`config.mk`:
```
export PLATFORM = sky130hd
export DESIGN_NAME = bsf3_useq
export DESIGN_NICKNAME = d
export VERILOG_FILES = /design/src/rtl/bsf3_pkg.sv /design/src/rtl/bsf3_useq.sv
export SDC_FILE = /design/constraint.sdc
export NUM_CORES = 1
export LEC_CHECK = 0
export CAP_MARGIN = 10
export CORE_UTILIZATION = 60
export CTS_CLUSTER_DIAMETER = 200
export DETAILED_ROUTE_END_ITERATION = 6
export DONT_BUFFER_PORTS = 1
export PLACE_DENSITY = 0.76
export SYNTH_ARGS = -nofsm -noshare
export SYNTH_HDL_FRONTEND = slang
export SYNTH_SLANG_ARGS = --single-unit
```
`constraint.sdc`:
```
create_clock -name clk_i -period 7.5 [get_ports clk_i]
set_clock_uncertainty 0.1 [all_clocks]
set_input_delay 1.125 -clock clk_i [delete_from_list [all_inputs] [get_ports clk_i]]
set_output_delay 1.125 -clock clk_i [all_outputs]
set_load 0.01 [all_outputs]
```
`src/rtl/bsf3_pkg.sv`:
```
// ----------------------------------------------------------------------------
// bsf3_pkg
// Types, jump conditions and the control store of the box-sum tree sequencer.
// ----------------------------------------------------------------------------
package bsf3_pkg;

  typedef logic [4:0] pc_t;

  // jump conditions: the jump is taken when the selected condition holds
  typedef enum logic [3:0] {
    C_NEVER     = 4'd0,
    C_ALWAYS    = 4'd1,
    C_NO_REQ    = 4'd2,
    C_IS_ADD    = 4'd3,
    C_EMPTY     = 4'd4,
    C_TERM_SKIP = 4'd5,
    C_K_MORE    = 4'd6,
    C_J_MORE    = 4'd7,
    C_I_MORE    = 4'd8,
    C_TERM_MORE = 4'd9,
    C_OUT_FULL  = 4'd10,
    C_OUT_RANGE = 4'd11,
    C_CLR_MORE  = 4'd12
  } cond_e;

  typedef struct packed {
    logic  rdy;        // input request taken in this step
    logic  clr;        // clearing pass write
    logic  clr_acc;
    logic  term_rst;
    logic  ld_i;
    logic  ld_j;
    logic  ld_k;
    logic  rd;         // read tree cell at {i,j,k}
    logic  acc;        // add or subtract read data into the sum
    logic  wr;         // write read data plus amount back
    logic  step_i;
    logic  step_j;
    logic  step_k;
    logic  next_term;
    logic  emit;
    cond_e cond;
    pc_t   target;
  } ctrl_t;

  typedef struct packed {
    logic req;
    logic is_add;
    logic empty;
    logic term_skip;
    logic k_more;
    logic j_more;
    logic i_more;
    logic term_more;
    logic out_full;
    logic out_range;
    logic clr_more;
  } flags_t;

  localparam pc_t P_CLR   = 5'd0;
  localparam pc_t P_IDLE  = 5'd1;
  localparam pc_t P_DISP  = 5'd2;
  localparam pc_t P_Q0    = 5'd3;
  localparam pc_t P_QT    = 5'd4;
  localparam pc_t P_QJ    = 5'd5;
  localparam pc_t P_QK    = 5'd6;
  localparam pc_t P_QR    = 5'd7;
  localparam pc_t P_QA    = 5'd8;
  localparam pc_t P_QSJ   = 5'd9;
  localparam pc_t P_QSI   = 5'd10;
  localparam pc_t P_QN    = 5'd11;
  localparam pc_t P_EMIT  = 5'd12;
  localparam pc_t P_QEND  = 5'd13;
  localparam pc_t P_A0    = 5'd14;
  localparam pc_t P_AI    = 5'd15;
  localparam pc_t P_AJ    = 5'd16;
  localparam pc_t P_AK    = 5'd17;
  localparam pc_t P_AR    = 5'd18;
  localparam pc_t P_AW    = 5'd19;
  localparam pc_t P_ASJ   = 5'd20;
  localparam pc_t P_ASI   = 5'd21;
  localparam pc_t P_AEND  = 5'd22;

  function automatic ctrl_t ucode(input pc_t pc);
    ctrl_t c;
    c = '0;
    c.cond = C_NEVER;
    c.target = P_IDLE;
    case (pc)
      P_CLR: begin
        c.clr = 1'b1; c.cond = C_CLR_MORE; c.target = P_CLR;
      end
      P_IDLE: begin
        c.rdy = 1'b1; c.cond = C_NO_REQ; c.target = P_IDLE;
      end
      P_DISP: begin
        c.cond = C_IS_ADD; c.target = P_A0;
      end
      P_Q0: begin
        c.clr_acc = 1'b1; c.term_rst = 1'b1; c.cond = C_EMPTY; c.target = P_EMIT;
      end
      P_QT: begin
        c.ld_i = 1'b1; c.cond = C_TERM_SKIP; c.target = P_QN;
      end
      P_QJ: c.ld_j = 1'b1;
      P_QK: c.ld_k = 1'b1;
      P_QR: c.rd = 1'b1;
      P_QA: begin
        c.acc = 1'b1; c.step_k = 1'b1; c.cond = C_K_MORE; c.target = P_QR;
      end
      P_QSJ: begin
        c.step_j = 1'b1; c.cond = C_J_MORE; c.target = P_QK;
      end
      P_QSI: begin
        c.step_i = 1'b1; c.cond = C_I_MORE; c.target = P_QJ;
      end
      P_QN: begin
        c.next_term = 1'b1; c.cond = C_TERM_MORE; c.target = P_QT;
      end
      P_EMIT: begin
        c.emit = 1'b1; c.cond = C_OUT_FULL; c.target = P_EMIT;
      end
      P_QEND: begin
        c.cond = C_ALWAYS; c.target = P_IDLE;
      end
      P_A0: begin
        c.cond = C_OUT_RANGE; c.target = P_IDLE;
      end
      P_AI: c.ld_i = 1'b1;
      P_AJ: c.ld_j = 1'b1;
      P_AK: c.ld_k = 1'b1;
      P_AR: c.rd = 1'b1;
      P_AW: begin
        c.wr = 1'b1; c.step_k = 1'b1; c.cond = C_K_MORE; c.target = P_AR;
      end
      P_ASJ: begin
        c.step_j = 1'b1; c.cond = C_J_MORE; c.target = P_AK;
      end
      P_ASI: begin
        c.step_i = 1'b1; c.cond = C_I_MORE; c.target = P_AJ;
      end
      P_AEND: begin
        c.cond = C_ALWAYS; c.target = P_IDLE;
      end
      default: begin
        c.cond = C_ALWAYS; c.target = P_IDLE;
      end
    endcase
    return c;
  endfunction

endpackage

```
`src/rtl/bsf3_useq.sv`:
```
// ----------------------------------------------------------------------------
// bsf3_useq
// Step counter and control store: one control word per step, with a
// conditional jump selected by the word's condition field.
// ----------------------------------------------------------------------------
module bsf3_useq (
  input  logic            clk_i,
  input  logic            rst_ni,
  input  bsf3_pkg::flags_t flags_i,
  output bsf3_pkg::ctrl_t  ctrl_o
);
  import bsf3_pkg::*;

  pc_t   pc_q, pc_d;
  ctrl_t cw;
  logic  take;

  always_comb begin
    cw = ucode(pc_q);
    case (cw.cond)
      C_NEVER:     take = 1'b0;
      C_ALWAYS:    take = 1'b1;
      C_NO_REQ:    take = ~flags_i.req;
      C_IS_ADD:    take = flags_i.is_add;
      C_EMPTY:     take = flags_i.empty;
      C_TERM_SKIP: take = flags_i.term_skip;
      C_K_MORE:    take = flags_i.k_more;
      C_J_MORE:    take = flags_i.j_more;
      C_I_MORE:    take = flags_i.i_more;
      C_TERM_MORE: take = flags_i.term_more;
      C_OUT_FULL:  take = flags_i.out_full;
      C_OUT_RANGE: take = flags_i.out_range;
      C_CLR_MORE:  take = flags_i.clr_more;
      default:     take = 1'b0;
    endcase
    pc_d = take ? cw.target : pc_t'(pc_q + 5'd1);
  end

  assign ctrl_o = cw;

  always_ff @(posedge clk_i or negedge rst_ni) begin
    if (!rst_ni) begin
      pc_q <= P_CLR;
    end else begin
      pc_q <= pc_d;
    end
  end

  // the clearing pass runs once, right after reset
  a_clr_once: assert property (@(posedge clk_i) disable iff (!rst_ni)
    (pc_q != P_CLR) |=> (pc_q != P_CLR))
    else $error("sequencer returned to the clearing pass");

  // an idle step without a request holds
  a_idle_hold: assert property (@(posedge clk_i) disable iff (!rst_ni)
    (pc_q == P_IDLE && !flags_i.req) |=> (pc_q == P_IDLE))
    else $error("idle step left without a request");

  // a read is always followed by its use
  a_rd_use: assert property (@(posedge clk_i) disable iff (!rst_ni)
    cw.rd |=> (ctrl_o.acc || ctrl_o.wr))
    else $error("tree read not consumed in the next step");

endmodule

```
After elaboration in Yosys (flattened, before gate mapping)
Index checks and enable logic that the tools add are counted.
Operators by class
  add/subtract/negate cells: 1
  eq/ne operators: 32
  bitwise operators: 1
  reduce and logical (&&, ||, !) cells: 9
  mux-type cells: 17
Operators with widths (number)
  9-bit case mux with 15 select lines: 1
  5-bit by 4-bit equality test with 1-bit output (second input constant): 7
  5-bit equality test (second input constant): 6
  4-bit equality test (second input constant): 5
  5-bit by 3-bit equality test with 1-bit output (second input constant): 4
  4-bit by 3-bit equality test with 1-bit output (second input constant): 4
  2-bit OR reduction: 7
  1-bit two-way mux: 13
  1-bit case mux with 12 select lines: 1
  5-bit by 2-bit equality test with 1-bit output (second input constant): 2
  4-bit by 2-bit equality test with 1-bit output (second input constant): 2
  7-bit OR reduction: 1
  5-bit by 1-bit adder with 5-bit output (second input constant): 1
  5-bit by 1-bit equality test with 1-bit output (second input constant): 1
  5-bit logical NOT: 1
  5-bit two-way mux: 1
  4-bit by 1-bit equality test with 1-bit output (second input constant): 1
  2-bit two-way mux: 1
  1-bit NOT: 1
Word-level totals
  output and inout port bits: 24
  flip-flop bits (word level): 5
  input port bits: 13
  logic and storage cells: 61

Logic depth before layout (Yosys ltp)
  depth in word-level cells: 6
  mapped depth: 12
  gate-level depth less buffers: 11

Worst setup path after synthesis
No wires, ideal clock.
  kind: register -> output
  from: register pc_q[0]
  to: output port ctrl_o[0] in the netlist's numbering
  setup slack: 4320 ps
  required time: 6275 ps
  data arrival time: 1955 ps
  cell stages (with the launch flop): 8
  buffers on the path: 1
  cells stage by stage: dfrtp_1 > inv_1 > ha_1 > buf_2 > a21oi_1 > o22ai_1 > a211oi_1 > or3b_2
RTL lines
  from (decl): line bsf3_useq.sv:14  | pc_t pc_q, pc_d;
  from (signal assigned): line bsf3_useq.sv:45  | pc_q <= pc_d;
  to (decl): line bsf3_useq.sv:10  | output bsf3_pkg::ctrl_t ctrl_o

==> results.yml <==
status:
  outcome: "complete, no violations"
clock_tree:
  cts_htree_levels: 1
  ctsResizeCount: 0
  cts_buffers: 3
  root_buffer: "clkbuf_4"
  cts_tree: "done"
  cts_sinks: 5
  holdBufCountCts: 0
  cts.reportedPaths.clkPinSlew_ns: 0.04
  postCtsSetupBuffers: 0
  insertion_delay_ns: 0.24
  clk_path_buf_depth: 2
worst_setup_path:
  crit_path_top_delay_cell: "dfrtp_1"
  ff2ff_path_depth: 8
  worst_setup_path_start_kind: "register"
  path_cells: "or2_0, nor2_1, a211oi_1, or3b_2"
  cp.arrival_ns: 2.81
  cpPeakStageDelay_ns: 0.90
  cp_top_family: "simple AND/OR/NAND/NOR gates"
  path_depth: 4
  cp_num_buf_inv: 0
  cp.required_ns: 6.27
  critPathCaptureType: "output port"
  path_class: "register to output port"
  path_max_fanout: 29
sta:
  fin_crit_ns: 4.03
  whs_ns: 0.480
  maxSlewViolCount: 0
  slew_headroom_pct: 42.5
  rsz0062_at_grt: "no"
  setup_viol: 0
  worst_pin_slew_ns: 0.862
  post-route-period-util_pct: 53.7
  fmax_mhz: 248
  finalHoldViolations: 0
  setup_tns_ns: 0
die:
  placement_rows: 14
  die_h_um: 42.3
  core_um2: 1510
  initial_core_util_pct: 64.7
  die_w_um: 42.3
  die_area_um2: 1790
  pin_count: 37
placed_design:
  numPortBuffers: 0
  place_hpwl_um: 1710
  globalplace.congestion: 0.881
flow_run:
  maxCapViolCount: 0
final_layout:
  drive_gt1_share_pct: 17.4
  largest_reg_flops: 5
  seq_area_um2: 125
  largest_register: "pc_q"
  nets: 140
  top_regs: "pc_q: 5 flops"
  fillers: 145
  multi_input_area_um2: 741
  diodes: 0
  syn_to_final_growth_pct: -2.95
synth:
  syn-num-nets: 148
  avgSynthCellArea_um2: 7.50
  seq_area_frac_synth_pct: 12.8
  synth_cells: 130
  synth_area_um2: 975
  ys_ff_latch: 5
  yosysWarnings: 0
  synth.distinct_cells: 44
worst_hold_path:
  hold_class: "input pin to async pin"
grt:
  grt_pass1_wl_um: 3730
  antenna_found_initial: 0
  first_global_vias: 852
  grt_overflow: 0
  grt.total_usage_pct: 26.1
  grt_max_degree: 30
power_and_ir_drop:
  p_leak_nw: 0.390
  p_per_area_nw_per_um2: 635
  ir_worst_vdd_mv: 0.344
routing:
  routed_via_density: 6.93
  drt_pre_antenna_iters: 4
  wl_per_cell_um: 17.0
  drc: 0
  wl_um: 2330
  ant_nets: 0
  vias: 949
  first_iter_violations: 29
==> metrics by stage <==
| stage | setup slack [ns] | std cells | cell area [um2] | total power, mW | utilization [%] |
|---|---|---|---|---|---|
| 2_1_floorplan | 4.32 | 130 | 975 | 0.508 | - |
| 3_3_place_gp | 3.87 | 133 | 920 | 0.551 | 61.0 |
| 3_5_place_dp | 3.78 | 133 | 920 | 0.566 | 61.0 |
| 4_1_cts | 3.51 | 137 | 946 | 0.598 | 62.8 |
| 5_1_grt | 3.30 | 137 | 946 | 0.651 | 62.8 |
| 6_report | 3.47 | 137 | 946 | 0.600 | 62.8 |
==> report_power, final <==
| part | leakage [nW] | internal (mW) | switching [mW] |
|---|---|---|---|
| registers | 0.0623 | 0.0408 | 0.0411 |
| clock network | 0.0150 | 0.0201 | 0.0102 |
| logic | 0.313 | 0.203 | 0.285 |
| total | 0.390 | 0.264 | 0.336 |
==> cell type report <==
class	count	area share, %
well taps	16	2.12
inverters	9	3.57
flip-flops and latches	5	13.2
multi-input cells	103	78.3
clock buffers	4	2.78
==> synthesized netlist by cell type (all sizes together) <==
cell type,n,area share (%)
a32oi,1,0.90
or3b,2,1.8
xor2,1,0.90
mux2,7,8.1
and3,1,0.64
o21a,1,0.77
a211oi,1,0.77
o2111ai,1,1.5
a21oi,12,7.3
or2,3,1.9
mux2i,5,5.1
nand3,2,1.0
nand2b,4,2.6
a221o,1,1.0
a221oi,1,1.5
nor2b,2,1.3
o211a,2,2.1
inv,9,3.5
o21bai,2,1.5
or3,2,1.3
o211ai,2,1.5
nor2,12,4.6
nand3b,3,2.3
o31ai,1,0.77
nand2,9,3.5
o21ai,6,3.1
o22ai,5,3.9
ha,5,6.4
a2111oi,1,1.5
buf,12,7.3
clkbuf,1,0.38
dfrtp,5,13
a311oi,1,1.5
a22oi,1,0.77
xnor2,1,0.90
a21bo,1,1.0
nor3,4,2.1
==> cells in the final DEF, fill, tap and decap left out, drive strengths merged, types with 2 or more instances in the layout <==
cell    instances
nor2           12
a21oi          12
nand2           9
inv             9
mux2            7
o21ai           6
mux2i           5
ha              5
dfrtp           5
o22ai           5
nor3            4
nand2b          4
clkbuf          4
nand3b          3
or2             3
nor2b           2
o211ai          2
or3             2
o211a           2
o21bai          2
nand3           2
or3b            2
==> final timing paths <==
| kind | start | slack [ns] | endpoint |
|---|---|---|---|
| max in group asynchronous | rst_ni | 6.75 | pc_q[0] |
| worst max-delay path | pc_q[2] | 3.47 | ctrl_o[0] |
| min in group clk_i | pc_q[0] | 0.59 | pc_q[0] |
| worst min-delay path | rst_ni | 0.48 | pc_q[4] |
| worst max register to register | pc_q[2] | 3.86 | pc_q[2] |
| worst min register to register | pc_q[0] | 0.59 | pc_q[0] |
==> metal layers <==
layer  up-vias  global-route usage, %  routed length [um]
li1        448                      -                   -
met5         -                      0                   0
met3         0                   2.16                 160
met2        44                   42.8                1190
met4         0                   11.9                   0
met1       457                   34.8                 982
==> logic make-up after synthesis <==
kind of cell,after synthesis,share of synthesized area [%]
AO/OA/AOI/OAI,40,31.6
buffers and inverters,22,11.2
XOR/XNOR,2,1.80
AND/OR/NAND/NOR,44,23.0
flip-flops,5,12.8
adder cells (fa/ha/maj),5,6.42
multiplexers,12,13.2
No activity file was read; power rests on OpenSTA's default activity.
